==> config.mk <==
export PLATFORM = sky130hd
export DESIGN_NAME = text_glyph_decoder_unit
export DESIGN_NICKNAME = d
export VERILOG_FILES = /design/src/rtl/tgd_pkg.sv /design/src/rtl/tgd_front.sv /design/src/rtl/tgd_queue.sv /design/src/rtl/tgd_back.sv /design/src/rtl/text_glyph_decoder_unit.sv
export SDC_FILE = /design/constraint.sdc
export NUM_CORES = 1
export LEC_CHECK = 0
export ABC_AREA = 1
export BUFFER_PORTS_ARGS = -buffer_cell sky130_fd_sc_hd__buf_2
export CORE_MARGIN = 1
export CORE_UTILIZATION = 35
export CTS_BUF_LIST = sky130_fd_sc_hd__clkbuf_4
export CTS_CLUSTER_SIZE = 40
export DETAILED_ROUTE_END_ITERATION = 12
export PLACE_DENSITY_LB_ADDON = 0.2
export SYNTH_ARGS = -nofsm -noshare
export SYNTH_HDL_FRONTEND = slang
export SYNTH_HIERARCHICAL = 1
export SYNTH_SLANG_ARGS = --single-unit
==> constraint.sdc <==
create_clock -name clk -period 10.1 [get_ports clk]
set_input_delay 0.505 -clock clk [delete_from_list [all_inputs] [get_ports clk]]
set_output_delay 0.505 -clock clk [all_outputs]
set_load 0.02 [all_outputs]
==> src/rtl/tgd_pkg.sv <==
`timescale 1ns / 1ps
`default_nettype none
// ----------------------------------------------------------------------------
// tgd_pkg: shared types and constants of the text glyph decoder
// Token and group formats between the front and the back, and the result
// record carried to the output register.
// ----------------------------------------------------------------------------
package tgd_pkg;

  // Up to three glyphs can come out of one accepted byte.
  localparam int MAX_TOK = 3;

  localparam logic [6:0] QMARK = 7'd63;

  typedef enum logic [1:0] {
    TK_PLAIN,   // data[6:0] is the font character
    TK_LATIN,   // data is a code point to look up
    TK_HANZI    // data is the GB2312 byte pair {b1, b2}
  } tok_kind_t;

  typedef struct packed {
    tok_kind_t   kind;
    logic [15:0] data;
  } token_t;

  // All glyphs produced by one input item, oldest in tok[0].
  typedef struct packed {
    token_t [MAX_TOK-1:0] tok;
    logic [1:0]           count;
  } group_t;

  typedef struct packed {
    logic [2:0]  glyph_kind;
    logic [6:0]  base_char;
    logic [3:0]  accent_code;
    logic [1:0]  accent_raise;
    logic [13:0] hanzi_index;
    logic        bad_code;
    logic [1:0]  glyph_width;
    logic        last_of_run;
  } result_t;

endpackage
`default_nettype wire

==> src/rtl/tgd_front.sv <==
`timescale 1ns / 1ps
`default_nettype none
// ----------------------------------------------------------------------------
// tgd_front: byte parser
// Joins held bytes with the new byte, splits them into glyph tokens and keeps
// the bytes of an unfinished sequence for the next item.
// ----------------------------------------------------------------------------
module tgd_front (
  input  wire                logic clk,
  input  wire                logic rst,
  input  wire                logic text_mode,
  input  wire                logic push,
  output logic               full,
  input  wire                logic [7:0] text_byte,
  input  wire                logic end_of_text,
  input  wire                logic q_full,
  output logic               q_wr,
  output tgd_pkg::group_t    q_data
);
  import tgd_pkg::*;

  localparam logic [7:0] CP936_LEAD = 8'hA8;

  typedef struct packed {
    logic       stop;
    token_t     tok;
    logic [1:0] used;
  } step_t;

  logic [7:0] pend_byte [2];
  logic [1:0] pend_count;

  logic       accept;
  group_t     grp;
  logic [1:0] rem_count;
  logic [7:0] rem0;
  logic [7:0] rem1;

  function automatic logic [15:0] cp936_latin(input logic [7:0] b);
    logic [15:0] r;
    unique case (b)
      8'hA2:   r = 16'h00E1;
      8'hA4:   r = 16'h00E0;
      8'hA6:   r = 16'h00E9;
      8'hA8:   r = 16'h00E8;
      8'hAA:   r = 16'h00ED;
      8'hAC:   r = 16'h00EC;
      8'hAE:   r = 16'h00F3;
      8'hB0:   r = 16'h00F2;
      8'hB2:   r = 16'h00FA;
      8'hB4:   r = 16'h00F9;
      8'hB9:   r = 16'h00FC;
      8'hBA:   r = 16'h00EA;
      default: r = 16'h0000;
    endcase
    return r;
  endfunction

  // One glyph from the head of the byte window, or stop when the head
  // sequence still waits for bytes.
  function automatic step_t parse_one(input logic [7:0] c, input logic [7:0] b1,
                                      input logic [7:0] b2, input logic [1:0] n,
                                      input logic fin, input logic mode);
    step_t       s;
    logic [1:0]  need;
    logic [15:0] cp;
    s.stop      = 1'b0;
    s.used      = 2'd1;
    s.tok.kind  = TK_PLAIN;
    s.tok.data  = {9'd0, QMARK};
    cp          = cp936_latin(b1);
    if ((c >= 8'hC2 && c <= 8'hDF) || c == CP936_LEAD) need = 2'd2;
    else if (c >= 8'hE0 && c <= 8'hEF)                 need = 2'd3;
    else                                               need = 2'd1;
    priority if (!c[7]) begin
      s.tok.data = {8'd0, c};
    end else if (mode) begin
      if (n < 2'd2) begin
        s.stop = !fin;
      end else begin
        s.tok.kind = TK_HANZI;
        s.tok.data = {c, b1};
        s.used     = 2'd2;
      end
    end else if (need == 2'd1) begin
      s.stop = 1'b0;
    end else if (n < need) begin
      s.stop = !fin;
    end else if (c == CP936_LEAD) begin
      if (cp != 16'd0) begin
        s.tok.kind = TK_LATIN;
        s.tok.data = cp;
        s.used     = 2'd2;
      end
    end else if (need == 2'd2) begin
      if (b1[7:6] == 2'b10) begin
        s.tok.kind = TK_LATIN;
        s.tok.data = {5'd0, c[4:0], b1[5:0]};
        s.used     = 2'd2;
      end
    end else begin
      if (b1[7:6] == 2'b10 && b2[7:6] == 2'b10) begin
        s.tok.kind = TK_LATIN;
        s.tok.data = {c[3:0], b1[5:0], b2[5:0]};
        s.used     = 2'd3;
      end
    end
    return s;
  endfunction

  always_comb begin
    logic [7:0] win [3];
    logic [1:0] n;
    logic       stopped;
    step_t      s;
    win[0]  = text_byte;
    win[1]  = text_byte;
    win[2]  = text_byte;
    unique case (pend_count)
      2'd1: win[0] = pend_byte[0];
      2'd2: begin
        win[0] = pend_byte[0];
        win[1] = pend_byte[1];
      end
      default: ;
    endcase
    n       = pend_count + 2'd1;
    stopped = 1'b0;
    grp     = '0;
    s       = '0;
    for (int i = 0; i < MAX_TOK; i++) begin
      if (n != 2'd0 && !stopped) begin
        s = parse_one(win[0], win[1], win[2], n, end_of_text, text_mode);
        if (s.stop) begin
          stopped = 1'b1;
        end else begin
          grp.tok[i] = s.tok;
          grp.count  = 2'(i + 1);
          unique case (s.used)
            2'd1: begin
              win[0] = win[1];
              win[1] = win[2];
            end
            2'd2: win[0] = win[2];
            default: ;
          endcase
          n = n - s.used;
        end
      end
    end
    rem_count = n;
    rem0      = win[0];
    rem1      = win[1];
  end

  assign full   = q_full;
  assign accept = push && !q_full;
  assign q_wr   = accept && (grp.count != 2'd0);
  assign q_data = grp;

  always_ff @(posedge clk) begin
    if (rst) begin
      pend_count <= 2'd0;
    end else if (accept) begin
      pend_count <= rem_count;
    end
  end

  always_ff @(posedge clk) begin
    if (accept) begin
      pend_byte[0] <= rem0;
      pend_byte[1] <= rem1;
    end
  end

`ifndef SYNTH
  a_pend_max: assert property (@(posedge clk) disable iff (rst)
    pend_count != 2'd3)
    else $error("held byte count out of range");

  a_end_flush: assert property (@(posedge clk) disable iff (rst)
    (accept && end_of_text) |=> pend_count == 2'd0)
    else $error("bytes still held after end of text");
`endif

endmodule
`default_nettype wire

==> src/rtl/tgd_queue.sv <==
`timescale 1ns / 1ps
`default_nettype none
// ----------------------------------------------------------------------------
// tgd_queue: token group queue
// Short first-in first-out store of token groups between parser and mapper.
// ----------------------------------------------------------------------------
module tgd_queue #(
  parameter int DEPTH = 4
) (
  input  wire             logic clk,
  input  wire             logic rst,
  input  wire             logic wr_en,
  input  wire tgd_pkg::group_t wr_data,
  output logic            full,
  input  wire             logic rd_en,
  output tgd_pkg::group_t rd_data,
  output logic            empty
);
  import tgd_pkg::*;

  localparam int PTR_W = (DEPTH > 1) ? $clog2(DEPTH) : 1;
  localparam int CNT_W = $clog2(DEPTH + 1);

  group_t             slots [DEPTH];
  logic [PTR_W-1:0]   wr_ptr;
  logic [PTR_W-1:0]   rd_ptr;
  logic [CNT_W-1:0]   count;

  assign full    = (count == CNT_W'(DEPTH));
  assign empty   = (count == '0);
  assign rd_data = slots[rd_ptr];

  always_ff @(posedge clk) begin
    if (rst) begin
      wr_ptr <= '0;
      rd_ptr <= '0;
      count  <= '0;
    end else begin
      if (wr_en) begin
        wr_ptr <= (wr_ptr == PTR_W'(DEPTH - 1)) ? '0 : wr_ptr + 1'b1;
      end
      if (rd_en) begin
        rd_ptr <= (rd_ptr == PTR_W'(DEPTH - 1)) ? '0 : rd_ptr + 1'b1;
      end
      if (wr_en && !rd_en) begin
        count <= count + 1'b1;
      end else if (rd_en && !wr_en) begin
        count <= count - 1'b1;
      end
    end
  end

  always_ff @(posedge clk) begin
    if (wr_en) begin
      slots[wr_ptr] <= wr_data;
    end
  end

`ifndef SYNTH
  a_no_overflow: assert property (@(posedge clk) disable iff (rst)
    !(wr_en && full))
    else $error("write into full queue");

  a_no_underflow: assert property (@(posedge clk) disable iff (rst)
    !(rd_en && empty))
    else $error("read from empty queue");
`endif

endmodule
`default_nettype wire

==> src/rtl/tgd_back.sv <==
`timescale 1ns / 1ps
`default_nettype none
// ----------------------------------------------------------------------------
// tgd_back: glyph mapper
// Walks the head token group one token a cycle when output is free or popped,
// maps each token to a glyph descriptor and holds it in the output register.
// ----------------------------------------------------------------------------
module tgd_back (
  input  wire              logic clk,
  input  wire              logic rst,
  input  wire tgd_pkg::group_t q_data,
  input  wire              logic q_empty,
  output logic             q_rd,
  output tgd_pkg::result_t res,
  output logic             empty,
  input  wire              logic pop
);
  import tgd_pkg::*;

  localparam logic [2:0] GK_PLAIN     = 3'd0;
  localparam logic [2:0] GK_ACCENT    = 3'd1;
  localparam logic [2:0] GK_SHARP_S   = 3'd2;
  localparam logic [2:0] GK_DOTLESS_I = 3'd3;
  localparam logic [2:0] GK_HANZI     = 3'd4;

  localparam logic [3:0] AC_NONE   = 4'd0;
  localparam logic [3:0] AC_ACUTE  = 4'd1;
  localparam logic [3:0] AC_GRAVE  = 4'd2;
  localparam logic [3:0] AC_CIRC   = 4'd3;
  localparam logic [3:0] AC_TILDE  = 4'd4;
  localparam logic [3:0] AC_DIAER  = 4'd5;
  localparam logic [3:0] AC_RING   = 4'd6;
  localparam logic [3:0] AC_BREVE  = 4'd7;
  localparam logic [3:0] AC_CEDIL  = 4'd8;
  localparam logic [3:0] AC_DOT    = 4'd9;

  localparam logic [15:0] CP_SHARP_S   = 16'h00DF;
  localparam logic [15:0] CP_DOTLESS_I = 16'h0131;
  localparam logic [13:0] GB_ROW_LEN   = 14'd94;

  typedef struct packed {
    logic       found;
    logic [7:0] base;
    logic [3:0] accent;
  } latin_t;

  function automatic latin_t latin_lookup(input logic [15:0] cp);
    latin_t r;
    unique case (cp)
      16'h00C0: r = {1'b1, "A", AC_GRAVE};
      16'h00C1: r = {1'b1, "A", AC_ACUTE};
      16'h00C2: r = {1'b1, "A", AC_CIRC};
      16'h00C3: r = {1'b1, "A", AC_TILDE};
      16'h00C4: r = {1'b1, "A", AC_DIAER};
      16'h00C5: r = {1'b1, "A", AC_RING};
      16'h00E0: r = {1'b1, "a", AC_GRAVE};
      16'h00E1: r = {1'b1, "a", AC_ACUTE};
      16'h00E2: r = {1'b1, "a", AC_CIRC};
      16'h00E3: r = {1'b1, "a", AC_TILDE};
      16'h00E4: r = {1'b1, "a", AC_DIAER};
      16'h00E5: r = {1'b1, "a", AC_RING};
      16'h00C7: r = {1'b1, "C", AC_CEDIL};
      16'h00E7: r = {1'b1, "c", AC_CEDIL};
      16'h00C8: r = {1'b1, "E", AC_GRAVE};
      16'h00C9: r = {1'b1, "E", AC_ACUTE};
      16'h00CA: r = {1'b1, "E", AC_CIRC};
      16'h00CB: r = {1'b1, "E", AC_DIAER};
      16'h00E8: r = {1'b1, "e", AC_GRAVE};
      16'h00E9: r = {1'b1, "e", AC_ACUTE};
      16'h00EA: r = {1'b1, "e", AC_CIRC};
      16'h00EB: r = {1'b1, "e", AC_DIAER};
      16'h00CC: r = {1'b1, "I", AC_GRAVE};
      16'h00CD: r = {1'b1, "I", AC_ACUTE};
      16'h00CE: r = {1'b1, "I", AC_CIRC};
      16'h00CF: r = {1'b1, "I", AC_DIAER};
      16'h00EC: r = {1'b1, "i", AC_GRAVE};
      16'h00ED: r = {1'b1, "i", AC_ACUTE};
      16'h00EE: r = {1'b1, "i", AC_CIRC};
      16'h00EF: r = {1'b1, "i", AC_DIAER};
      16'h00D1: r = {1'b1, "N", AC_TILDE};
      16'h00F1: r = {1'b1, "n", AC_TILDE};
      16'h00D2: r = {1'b1, "O", AC_GRAVE};
      16'h00D3: r = {1'b1, "O", AC_ACUTE};
      16'h00D4: r = {1'b1, "O", AC_CIRC};
      16'h00D5: r = {1'b1, "O", AC_TILDE};
      16'h00D6: r = {1'b1, "O", AC_DIAER};
      16'h00F2: r = {1'b1, "o", AC_GRAVE};
      16'h00F3: r = {1'b1, "o", AC_ACUTE};
      16'h00F4: r = {1'b1, "o", AC_CIRC};
      16'h00F5: r = {1'b1, "o", AC_TILDE};
      16'h00F6: r = {1'b1, "o", AC_DIAER};
      16'h00D9: r = {1'b1, "U", AC_GRAVE};
      16'h00DA: r = {1'b1, "U", AC_ACUTE};
      16'h00DB: r = {1'b1, "U", AC_CIRC};
      16'h00DC: r = {1'b1, "U", AC_DIAER};
      16'h00F9: r = {1'b1, "u", AC_GRAVE};
      16'h00FA: r = {1'b1, "u", AC_ACUTE};
      16'h00FB: r = {1'b1, "u", AC_CIRC};
      16'h00FC: r = {1'b1, "u", AC_DIAER};
      16'h00DD: r = {1'b1, "Y", AC_ACUTE};
      16'h00FD: r = {1'b1, "y", AC_ACUTE};
      16'h00FF: r = {1'b1, "y", AC_DIAER};
      16'h011E: r = {1'b1, "G", AC_BREVE};
      16'h011F: r = {1'b1, "g", AC_BREVE};
      16'h0130: r = {1'b1, "I", AC_DOT};
      16'h015E: r = {1'b1, "S", AC_CEDIL};
      16'h015F: r = {1'b1, "s", AC_CEDIL};
      default:  r = {1'b0, 8'd0, AC_NONE};
    endcase
    return r;
  endfunction

  logic       out_valid;
  logic [1:0] idx;
  logic       load;
  logic       last;
  token_t     tok;
  latin_t     lat;
  result_t    res_next;

  logic [7:0] hz_b1;
  logic [7:0] hz_b2;
  logic       hz_ok;
  logic [6:0] hz_row;
  logic [6:0] hz_col;

  assign tok   = q_data.tok[idx];
  assign last  = (idx == q_data.count - 2'd1);
  assign load  = !q_empty && (!out_valid || pop);
  assign q_rd  = load && last;
  assign empty = !out_valid;
  assign lat   = latin_lookup(tok.data);

  assign hz_b1  = tok.data[15:8];
  assign hz_b2  = tok.data[7:0];
  assign hz_ok  = ((hz_b1 >= 8'hA1 && hz_b1 <= 8'hA9) || (hz_b1 >= 8'hB0 && hz_b1 <= 8'hF7))
                  && (hz_b2 >= 8'hA1 && hz_b2 <= 8'hFE);
  // rows from B0 follow the nine symbol rows
  assign hz_row = (hz_b1 < 8'hB0) ? 7'(hz_b1 - 8'hA1) : 7'(hz_b1 - 8'hB0 + 8'd9);
  assign hz_col = 7'(hz_b2 - 8'hA1);

  always_comb begin
    res_next              = '0;
    res_next.glyph_kind   = GK_PLAIN;
    res_next.accent_code  = AC_NONE;
    res_next.glyph_width  = 2'd1;
    res_next.last_of_run  = last;
    unique case (tok.kind)
      TK_PLAIN: res_next.base_char = tok.data[6:0];
      TK_LATIN: begin
        priority if (tok.data == CP_SHARP_S) begin
          res_next.glyph_kind = GK_SHARP_S;
        end else if (tok.data == CP_DOTLESS_I) begin
          res_next.glyph_kind = GK_DOTLESS_I;
        end else if (lat.found) begin
          res_next.glyph_kind  = GK_ACCENT;
          res_next.base_char   = lat.base[6:0];
          res_next.accent_code = lat.accent;
          if (lat.accent == AC_DIAER && (lat.base == "a" || lat.base == "e" ||
              lat.base == "i" || lat.base == "o" || lat.base == "u" || lat.base == "y")) begin
            res_next.accent_raise = 2'd2;
          end else if (lat.accent == AC_BREVE && lat.base == "g") begin
            res_next.accent_raise = 2'd1;
          end
        end else begin
          res_next.base_char = QMARK;
        end
      end
      TK_HANZI: begin
        res_next.glyph_kind  = GK_HANZI;
        res_next.glyph_width = 2'd2;
        if (hz_ok) begin
          res_next.hanzi_index = 14'(hz_row) * GB_ROW_LEN + 14'(hz_col);
        end else begin
          res_next.bad_code = 1'b1;
        end
      end
      default: res_next.base_char = QMARK;
    endcase
  end

  always_ff @(posedge clk) begin
    if (rst) begin
      out_valid <= 1'b0;
      idx       <= 2'd0;
    end else if (load) begin
      out_valid <= 1'b1;
      idx       <= last ? 2'd0 : idx + 2'd1;
    end else if (pop) begin
      out_valid <= 1'b0;
    end
  end

  always_ff @(posedge clk) begin
    if (load) begin
      res <= res_next;
    end
  end

`ifndef SYNTH
  a_idx_rewind: assert property (@(posedge clk) disable iff (rst)
    q_rd |=> idx == 2'd0)
    else $error("token index not rewound after group");

  a_group_held: assert property (@(posedge clk) disable iff (rst)
    (out_valid && !res.last_of_run) |-> !q_empty)
    else $error("group left queue before its last glyph");
`endif

endmodule
`default_nettype wire

==> src/rtl/text_glyph_decoder_unit.sv <==
`timescale 1ns / 1ps
`default_nettype none
// ----------------------------------------------------------------------------
// text_glyph_decoder_unit: text byte to glyph descriptor decoder
// Latin UTF-8 / cp936 accent pairs or GB2312 double-byte text in, one glyph
// descriptor per shown character out.
//
//   channel   handshake              payload
//   input     push / full            text_byte, end_of_text
//   result    pop / empty            glyph_kind .. last_of_run
//   config    cfg_valid / cfg_ready  cfg_data (text mode)
//
// One byte is accepted each cycle while the token queue has room; the parser
// resolves up to three glyphs from a byte in the same cycle.
// Results leave at one per cycle from the output register while popped, and a
// byte's glyphs pass the mapper one after another; the queue absorbs bursts.
// Glyphs pass the token queue, then the output register, to the result ports.
// Reset clears held bytes, the queue and the output register; cfg_ready is high.
// ----------------------------------------------------------------------------
module text_glyph_decoder_unit #(
  parameter int QUEUE_DEPTH = 4
) (
  input  wire  logic        clk,
  input  wire  logic        rst,
  input  wire  logic        cfg_valid,
  output logic              cfg_ready,
  input  wire  logic        cfg_data,
  input  wire  logic        push,
  output logic              full,
  input  wire  logic [7:0]  text_byte,
  input  wire  logic        end_of_text,
  input  wire  logic        pop,
  output logic              empty,
  output logic [2:0]        glyph_kind,
  output logic [6:0]        base_char,
  output logic [3:0]        accent_code,
  output logic [1:0]        accent_raise,
  output logic [13:0]       hanzi_index,
  output logic              bad_code,
  output logic [1:0]        glyph_width,
  output logic              last_of_run
);
  import tgd_pkg::*;

  logic    text_mode;
  logic    q_wr;
  logic    q_rd;
  logic    q_full;
  logic    q_empty;
  group_t  q_wr_data;
  group_t  q_rd_data;
  result_t res;

  assign cfg_ready = 1'b1;

  always_ff @(posedge clk) begin
    if (rst) begin
      text_mode <= 1'b0;
    end else if (cfg_valid && cfg_ready) begin
      text_mode <= cfg_data;
    end
  end

  tgd_front u_front (
    .clk         (clk),
    .rst         (rst),
    .text_mode   (text_mode),
    .push        (push),
    .full        (full),
    .text_byte   (text_byte),
    .end_of_text (end_of_text),
    .q_full      (q_full),
    .q_wr        (q_wr),
    .q_data      (q_wr_data)
  );

  tgd_queue #(
    .DEPTH (QUEUE_DEPTH)
  ) u_queue (
    .clk     (clk),
    .rst     (rst),
    .wr_en   (q_wr),
    .wr_data (q_wr_data),
    .full    (q_full),
    .rd_en   (q_rd),
    .rd_data (q_rd_data),
    .empty   (q_empty)
  );

  tgd_back u_back (
    .clk     (clk),
    .rst     (rst),
    .q_data  (q_rd_data),
    .q_empty (q_empty),
    .q_rd    (q_rd),
    .res     (res),
    .empty   (empty),
    .pop     (pop)
  );

  assign glyph_kind   = res.glyph_kind;
  assign base_char    = res.base_char;
  assign accent_code  = res.accent_code;
  assign accent_raise = res.accent_raise;
  assign hanzi_index  = res.hanzi_index;
  assign bad_code     = res.bad_code;
  assign glyph_width  = res.glyph_width;
  assign last_of_run  = res.last_of_run;

endmodule
`default_nettype wire
==> out/metrics.cfg, run 1 <==
[outcome]
result_of_the_run = finished clean

[cts]
cts-root-buf = clkbuf_4
cts.path.max_buffers = 3
clkSinkCount = 288
htreeDepth = 3
clkTransAtPathRegs_ns = 0.06
tritoncts_clock_tree = yes
clk-insertion-delay-late_ns = 0.80
tritoncts.num_buffers = 77

[min_path]
min_path_cells = 2
worst_hold_path_type = input port to register

[sta]
max-slew-margin-rel = 0.337
tightestPinTransition_ns = 0.991
worst_clock_skew_ns = 0.0797
timing.setup.tns_ns = 0
timing_hold_violations_final = 0
max_clock_freq_ghz = 0.109
post-route-worst-setup-slack_ns = 0.943
unrepaired_setup_endpoints_after_global_routing = false
final_min_period_over_clock_period = 0.907
fin_crit_ns = 9.16
final-max-slew-violation-count = 0
setup_viol_count_final = 0

[die]
die_area_um2 = 56300
initial_utilization = 0.357
boundaryPins = 52
placementRows = 85
fp.dieW_um = 237
core_um2 = 54200
dieHeight_um = 237

[route]
firstDrtPassIters = 5
post_drt_wl_per_cell_um = 20.1
routed_wirelength_um = 61700
dr.first_iter.drc_count = 1245
num_vias = 16400
post_drt_via_cell_ratio = 5.35
drc_errors = 0
postRouteAntennaNets = 0

[setup_path]
criticalPathCategory = register to register
critical_path_buf_inv_count = 14
worst_path_most_repeated_cell = nand2_1
cp_data_required_time_ns = 10.76
worstRegToRegCells = 61
cp-end-kind = register
startpoint_type = register
timing.critical_path.fanout_max = 19
cp_peak_stage_delay_ns = 0.43
cp_slowest_cell = ha_2
critical_path.top_delay_family = simple AND/OR/NAND/NOR gates
timing.critical_path.depth = 61
worstPathArrival_ns = 9.81

[flow_run]
timing.max_cap.violations = 0

[global_route]
first_global_vias = 15700
grt_pass1_wl_um = 94000
grt_use_total = 0.220
grt_antenna_before_repair = 3
grt.overflow.total = 0
grt_max_degree = 61

[layout]
final_instance_count_without_filler_cells = 3072
drive_gt1_frac = 0.200
finish.net_count = 2422
flow.area_growth_from_synthesis_pct = 9.51

[place]
finalWeightedCongestion = 0.931
post-dp-hpwl_um = 45700
place.detailed.instances = 2934
place_worst_setup_slack_ns = 0.552
number_of_port_buffers = 50

[logic_synthesis]
syn-mean-instance-area_um2 = 8.68
yosysMostFrequentCell = nand2_1
postSynthNetCount = 2328
yosys_warns = 6
synthDominantAreaCellType = edfxtp_1
top_area_cell_type_share_of_the_netlist_area = 0.423
yosysUniqueCellTypes = 65
synth_cells = 2232
async_flop_share = 0
post_synthesis_sequential_element_count = 288
synthTopCellsByCount = 406 x nand2_1, 275 x nor2_1, 273 x edfxtp_1
synth_top_cells_by_area = edfxtp_1 42%, nand2_1 7.9%, nor2_1 5.3%
synth-edff-count = 273
synth_seq_area_share = 0.439
dominantRegCellSynth = edfxtp_1
post_synthesis_cell_area_um2 = 19400

layout make-up:
type	count	area, um^2
antenna	2	5.00
clock buffer	112	841
clock inverter	15	65.1
fill	5524	33000
inverter	266	1010
multi-input combinational	1601	9320
sequential	288	8500
tap	696	871
timing repair buffer	92	598
metal layers:
layer | track usage | up-vias | share of wire
li1 | - | 7910 | -
met4 | 0.0882 | 0 | 0.036
met5 | 0 | - | 0
met1 | 0.282 | 7817 | 0.43
met2 | 0.371 | 588 | 0.47
met3 | 0.0330 | 118 | 0.055
per-stage QoR:
stage,util,hold WS (ns),cell area (um^2)
after global routing,0.391,0.115,21200
final,0.391,0.150,21200
after floorplan,-,0.446,19400
after global placement,0.372,0.499,20200
after CTS,0.390,0.0948,21100
after detailed placement,0.372,0.514,20200
kinds of logic after synthesis:
group,Yosys count,share of synthesized area
DFF,288,0.439
and+or+nand+nor,1028,0.254
other,1,0.000194
adders and majority gates,81,0.0585
xor gates and xnor gates,22,0.00995
buffers and inverters,343,0.0815
muxes,2,0.00103
AOI/OAI and AO/OA,467,0.156
layout by cell type (no fill, tap or decap), drive strengths merged, types with 2 or more instances in the layout:
cell / netlist / final
a211oi: 9 / 9
a21oi: 73 / 73
a221oi: 10 / 10
a22oi: 16 / 16
a31oi: 7 / 7
a32oi: 7 / 7
and2: 3 / 3
and3: 4 / 4
buf: 52 / 89
clkbuf: 25 / 112
clkinv: 6 / 18
clkinvlp: 0 / 2
dfxtp: 15 / 15
diode: 0 / 2
dlygate4sd3: 0 / 3
edfxtp: 273 / 273
fa: 16 / 16
ha: 65 / 65
inv: 260 / 261
mux2i: 2 / 2
nand2: 481 / 481
nand3: 127 / 127
nand3b: 17 / 17
nand4: 23 / 23
nor2: 333 / 333
nor3: 22 / 22
nor3b: 2 / 2
nor4: 4 / 4
o2111ai: 4 / 4
o211ai: 7 / 7
o21ai: 214 / 214
o21bai: 4 / 4
o221ai: 5 / 5
o22ai: 98 / 98
o31ai: 4 / 4
o32ai: 5 / 5
or2: 12 / 12
xnor2: 4 / 4
xor2: 18 / 18
what timing repair did:
item                                    CTS  global route
hold buffers                              3             0
endpoints found under the setup margin    0            74
buffers inserted                          0             6
hold endpoints to repair                  2             0
resized for setup                         0             6
flip-flops by register name (all words and copies together), names as in the netlist, named ones only:
name	flops
text_mode	1
u_back/idx	2
u_back/out_valid	1
u_back/res	33
u_front/pend_byte	16
u_front/pend_count	2
u_queue/count	3
u_queue/rd_ptr	2
u_queue/slots	224
u_queue/wr_ptr	2
final timing paths:
path | start | endpoint | slack (ns)
max | u_front/pend_count[0] | u_front/pend_count[1] | 0.94
min | rst | u_queue/count[0] | 0.15
max reg2reg | u_front/pend_count[0] | u_front/pend_count[1] | 0.94
min reg2reg | u_back/out_valid | u_back/out_valid | 0.52
Power of run 1 is not shown: default switching activity piles up to over one toggle a cycle in this logic, so the estimate is an artifact.
==> run 2, diff against run 1 <==
- clock period: 10.1 -> 9.4 ns (I/O delays scaled with it)
==> out/metrics.cfg, run 2 (same netlist as run 1, synthesis figures left out) <==
[global_route]
first_global_vias = 16100  ; was 15,700
grt.overflow.total = 0  ; unchanged
grt_pass1_wl_um = 95900  ; was 94,000 um
grt_antenna_before_repair = 2  ; was 3
grt_use_total = 0.224  ; was 0.220
grt_max_degree = 57  ; was 61

[layout]
fill_cells = 5566  ; was 5,524
mostFrequentLayoutCell = nand2_1  ; unchanged
final_instance_count_without_filler_cells = 3111  ; was 3,072
drive_gt1_frac = 0.216  ; was 0.200
mostFrequentLayoutCells = 405 x nand2_1, 273 x edfxtp_1, 271 x nor2_1, 218 x inv_1, 137 x o21ai_0  ; was 406 x nand2_1, 273 x nor2_1, 273 x edfxtp_1, 219 x inv_1, 137 x o21ai_0
largest_register_ff_count = 224  ; unchanged
top_regs = u_queue/slots x224, u_back/res x33, u_front/pend_byte x16  ; unchanged
flow.area_growth_from_synthesis_pct = 11.7  ; was 9.51%
largest_register = u_queue/slots  ; unchanged
finish.net_count = 2448  ; was 2,422

[setup_path]
cp_peak_stage_delay_ns = 0.41  ; was 0.43 ns
worstRegToRegCells = 59  ; was 61
criticalPathCategory = register to register  ; unchanged
cp_data_required_time_ns = 9.93  ; was 10.76 ns
worst_r2r_startpoint = u_front/pend_count[0]  ; unchanged
timing.critical_path.depth = 59  ; was 61
cp-end-kind = register  ; unchanged
critical_path_buf_inv_count = 14  ; unchanged
startpoint_type = register  ; unchanged
worst_path_most_repeated_cell = nand2_1  ; unchanged
cp_slowest_cell = dfxtp_2  ; was ha_2
worstPathArrival_ns = 9.21  ; was 9.81 ns
timing.critical_path.fanout_max = 10  ; was 19
startpoint = u_front/pend_count[0]  ; unchanged
critical_path.top_delay_family = simple AND/OR/NAND/NOR gates  ; unchanged

[min_path]
min_path_cells = 2  ; unchanged
worst_hold_path_type = input port to register  ; unchanged
hold_path_startpoint = rst  ; unchanged

[cts]
cts-root-buf = clkbuf_4  ; unchanged
tritoncts_clock_tree = yes  ; unchanged
htreeDepth = 3  ; unchanged
cts.path.max_buffers = 3  ; unchanged
tritoncts.num_buffers = 80  ; was 77
clkTransAtPathRegs_ns = 0.07  ; was 0.06 ns
clkSinkCount = 288  ; unchanged
clk-insertion-delay-late_ns = 0.83  ; was 0.80 ns

[route]
dr.first_iter.drc_count = 1156  ; was 1,245
postRouteAntennaNets = 0  ; unchanged
post_drt_via_cell_ratio = 5.29  ; was 5.35
post_drt_wl_per_cell_um = 20.1  ; about the same
routed_wirelength_um = 62700  ; was 61,700 um
num_vias = 16400  ; about the same
drc_errors = 0  ; unchanged
firstDrtPassIters = 5  ; unchanged

[die]
initial_utilization = 0.357  ; unchanged
core_um2 = 54200  ; unchanged
dieHeight_um = 237  ; unchanged
boundaryPins = 52  ; unchanged
die_area_um2 = 56300  ; unchanged
placementRows = 85  ; unchanged
fp.dieW_um = 237  ; unchanged

[sta]
final_min_period_over_clock_period = 0.923  ; was 0.907
fin_crit_ns = 8.68  ; was 9.16 ns
final-max-slew-violation-count = 0  ; unchanged
timing_hold_violations_final = 0  ; unchanged
worst_clock_skew_ns = 0.0876  ; was 0.0797 ns
tightestPinTransition_ns = 1.02  ; was 0.991 ns
max-slew-margin-rel = 0.319  ; was 0.337
max_clock_freq_ghz = 0.115  ; was 0.109 GHz
setup_viol_count_final = 0  ; unchanged
timing.setup.tns_ns = 0  ; unchanged

[place]
post-dp-hpwl_um = 46300  ; was 45,700 um
number_of_port_buffers = 50  ; unchanged
place.detailed.instances = 2957  ; was 2,934
finalWeightedCongestion = 0.965  ; was 0.931

[outcome]
result_of_the_run = finished clean  ; unchanged

[flow_run]
timing.max_cap.violations = 0  ; unchanged

-- run 2: timing repair --
item,4_1_cts,5_1_grt
endpoints found under the setup margin,0,90
hold buffers,4,0
endpoints found under the hold margin,2,0
resized for setup,0,17
buffers inserted,0,5
-- run 2: path summary, 6_finish.rpt --
check / to / slack, ns
max: u_front/pend_byte[0][1] / 0.72
min: u_queue/count[0] / 0.08
min reg2reg: u_queue/wr_ptr[1] / 0.54
max reg2reg: u_front/pend_byte[0][1] / 0.72
-- run 2: layer usage --
metal / track usage / vias to the layer above / part of all wire / routed length [um]
met5: 0 / - / 0 / 0
met4: 0.0935 / 0 / 0.033 / 2060
met3: 0.0346 / 104 / 0.052 / 3230
met2: 0.374 / 565 / 0.48 / 30100
met1: 0.288 / 7810 / 0.43 / 27300
li1: - / 7965 / - / -
-- run 2: cell type report --
cell class,count,area [um^2],share of cell area
clock buffer,119,893,0.0413
multi-input combinational,1601,9350,0.432
clock inverter,22,183,0.00844
timing repair buffer,115,811,0.0375
sequential,288,8500,0.393
inverter,266,1020,0.0470
tap,696,871,0.0402
antenna,4,10.0,0.000463
-- run 2: stage by stage --
stage / instance area (um^2) / util / hold slack (ns) / setup WS (ns)
final: 21600 / 0.399 / 0.0804 / 0.721
after global routing: 21600 / 0.399 / 0.0408 / -0.0295
after CTS: 21500 / 0.397 / 0.0130 / 0.0455
after detailed placement: 20400 / 0.377 / 0.514 / 0.0786
after global placement: 20400 / 0.377 / 0.499 / 0.199
after floorplan: 19400 / - / 0.446 / 1.46
Power of run 2 is left out for the same reason.
==> run 3, diff against run 2 <==
- CORE_ASPECT_RATIO: unset -> 0.7
- CTS_BUF_LIST: sky130_fd_sc_hd__clkbuf_4 -> unset
- clock period: 9.4 -> 11.2 ns (I/O delays scaled with it)
==> out/metrics.cfg, run 3 (same netlist as run 1, synthesis figures left out) <==
[global_route]
first_global_vias = 14800  ; was 16,100
grt.overflow.total = 0  ; unchanged
grt_pass1_wl_um = 93600  ; was 95,900 um
grt_max_degree = 63  ; was 57
busiest_layer = met1  ; was met2
gr-usage-met2 = 0.304  ; was 0.374
grt_use_total = 0.219  ; was 0.224
groute.layer.met3.usage = 0.0466  ; was 0.0346
grt_antenna_before_repair = 0  ; was 2
grt.met1_usage = 0.345  ; was 0.288

[layout]
antennaDiodeCount = 0  ; was 4
fill_cells = 5484  ; was 5,566
mostFrequentLayoutCell = nand2_1  ; unchanged
post_route_cell_area_um2 = 21000  ; was 21,600 um^2
flow.area_growth_from_synthesis_pct = 8.54  ; was 11.7%
largest_register_ff_count = 224  ; unchanged
top_regs = u_queue/slots x224, u_back/res x33, u_front/pend_byte x16  ; unchanged
mostFrequentLayoutCells = 406 x nand2_1, 274 x nor2_1, 273 x edfxtp_1, 219 x inv_1, 137 x o21ai_0  ; was 405 x nand2_1, 273 x edfxtp_1, 271 x nor2_1, 218 x inv_1, 137 x o21ai_0
finish.net_count = 2349  ; was 2,448
drive_gt1_frac = 0.164  ; was 0.216
largest_register = u_queue/slots  ; unchanged

[setup_path]
cp_peak_stage_delay_ns = 0.56  ; was 0.41 ns
worst_r2r_startpoint = u_front/pend_count[0]  ; unchanged
startpoint_type = register  ; unchanged
criticalPathCategory = register to register  ; unchanged
timing.critical_path.fanout_max = 19  ; was 10
cp_slowest_cell = ha_1  ; was dfxtp_2
regToRegSetupSlack_ns = 0.86  ; was 0.72 ns
worstRegToRegCells = 60  ; was 59
critical_path.reg2reg.endpoint = u_front/pend_byte[0][1]  ; unchanged
cp_data_required_time_ns = 11.51  ; was 9.93 ns
worstPathArrival_ns = 10.66  ; was 9.21 ns
cp-end-kind = register  ; unchanged
worst_path_most_repeated_cell = nand2_1  ; unchanged

[place]
placement.cell_area_um2 = 20100  ; was 20,400 um^2
finalWeightedCongestion = 0.955  ; was 0.965
post-dp-hpwl_um = 46200  ; was 46,300 um
number_of_port_buffers = 50  ; unchanged
place_worst_setup_slack_ns = 1.03  ; was 0.0786 ns

[min_path]
min_path_cells = 3  ; was 2
hold_path_startpoint = cfg_valid  ; was rst
timing.hold.worst_endpoint = text_mode  ; was u_queue/count[0]
worst_hold_path_type = input port to register  ; unchanged

[route]
post_drt_wl_per_cell_um = 20.8  ; was 20.1 um
num_vias = 16200  ; was 16,400
routed_wirelength_um = 62600  ; was 62,700 um
dr.first_iter.drc_count = 1830  ; was 1,156
firstDrtPassIters = 5  ; unchanged
postRouteAntennaNets = 0  ; unchanged
post_drt_via_cell_ratio = 5.39  ; was 5.29
drc_errors = 0  ; unchanged

[sta]
setup_viol_count_final = 0  ; unchanged
max-slew-margin-rel = 0.0899  ; was 0.319
post-route-worst-setup-slack_ns = 0.855  ; was 0.721 ns
unrepaired_setup_endpoints_after_global_routing = false
tightestPinTransition_ns = 1.36  ; was 1.02 ns
max_clock_freq_ghz = 0.0967  ; was 0.115 GHz
fin_crit_ns = 10.34  ; was 8.68 ns
final-max-slew-violation-count = 0  ; unchanged
timing.setup.tns_ns = 0  ; unchanged
worst_clock_skew_ns = 0.0151  ; was 0.0876 ns
final_min_period_over_clock_period = 0.924  ; was 0.923
timing_hold_violations_final = 0  ; unchanged

[die]
boundaryPins = 52  ; unchanged
die_area_um2 = 56300  ; about the same
fp.dieW_um = 283  ; was 237 um
core_um2 = 54200  ; about the same
placementRows = 71  ; was 85
initial_utilization = 0.357  ; about the same
dieHeight_um = 199  ; was 237 um

[cts]
clk-insertion-delay-late_ns = 0.58  ; was 0.83 ns
clkTransAtPathRegs_ns = 0.07  ; about the same
cts_repair_resized_insts = 0  ; unchanged
htreeDepth = 1  ; was 3
cts.path.max_buffers = 3  ; unchanged
post-cts-setup-buffers = 0  ; unchanged
tritoncts_clock_tree = yes  ; unchanged
ctsHoldBuffers = 0  ; was 4
cts-root-buf = clkbuf_16  ; was clkbuf_4
tritoncts.num_buffers = 30  ; was 80
clkSinkCount = 288  ; unchanged

[outcome]
result_of_the_run = finished clean  ; unchanged

[flow_run]
timing.max_cap.violations = 0  ; unchanged

## run 3: cell types whose count changed in the layout (fill, tap and decap cells not counted), moves of 3 or more
| cell | change |
|---|---|
| clkinv_1 | +3 |
| clkbuf_16 | +31 |
| buf_12 | -5 |
| clkbuf_4 | -119 |
| dlygate4sd3_1 | -4 |
| clkinvlp_4 | -3 |
| buf_4 | -40 |
| nor2_1 | +3 |
| clkbuf_1 | +3 |
| diode_2 | -4 |
## run 3: through the flow
| step | hold slack [ns] | cells | util |
|---|---|---|---|
| CTS | 0.206 | 3006 | 0.388 |
| global route | 0.242 | 3006 | 0.388 |
| floorplan | 0.446 | 2232 | - |
| global placement | 0.512 | 2951 | 0.371 |
| detailed placement | 0.518 | 2951 | 0.371 |
| finish | 0.227 | 3006 | 0.388 |
## run 3: layer usage
layer | part of all wire | up-vias
met5 | 0 | -
met1 | 0.50 | 7782
met3 | 0.088 | 68
met4 | 0.014 | 0
li1 | - | 7704
met2 | 0.39 | 661
## run 3: layout make-up
cell class / count / area [um^2] / area share
Tap cell: 730 / 913 / 0.0434
Clock inverter: 21 / 136 / 0.00649
Multi-Input combinational cell: 1601 / 9310 / 0.443
Timing Repair Buffer: 66 / 370 / 0.0176
Clock buffer: 34 / 787 / 0.0374
Sequential cell: 288 / 8500 / 0.404
Inverter: 266 / 1010 / 0.0479
## run 3: worst max path at each step
stage,start,to,slack [ns],cells past startpoint
2_1_floorplan,u_front/pend_count[0],u_front/pend_byte[0][4],3.26,59
3_3_place_gp,u_front/pend_count[0],u_front/pend_byte[0][1],1.23,60
3_5_place_dp,u_front/pend_count[0],u_front/pend_byte[0][1],1.03,60
4_1_cts,u_front/pend_count[0],u_front/pend_byte[0][1],0.97,60
5_1_grt,u_front/pend_count[0],u_front/pend_byte[0][1],0.09,60
6_report,u_front/pend_count[0],u_front/pend_byte[0][1],0.86,60
## run 3: worst max-delay path, delay by kind of cell, from the launching register on
kind,cells,cell delay (ns)
AOI/OAI and AO/OA,5,0.75
buffers and inverters,13,1.59
and+or+nand+nor,35,5.06
DFF,1,0.47
adders and majority gates,7,2.24
Power of run 3 is left out for the same reason.
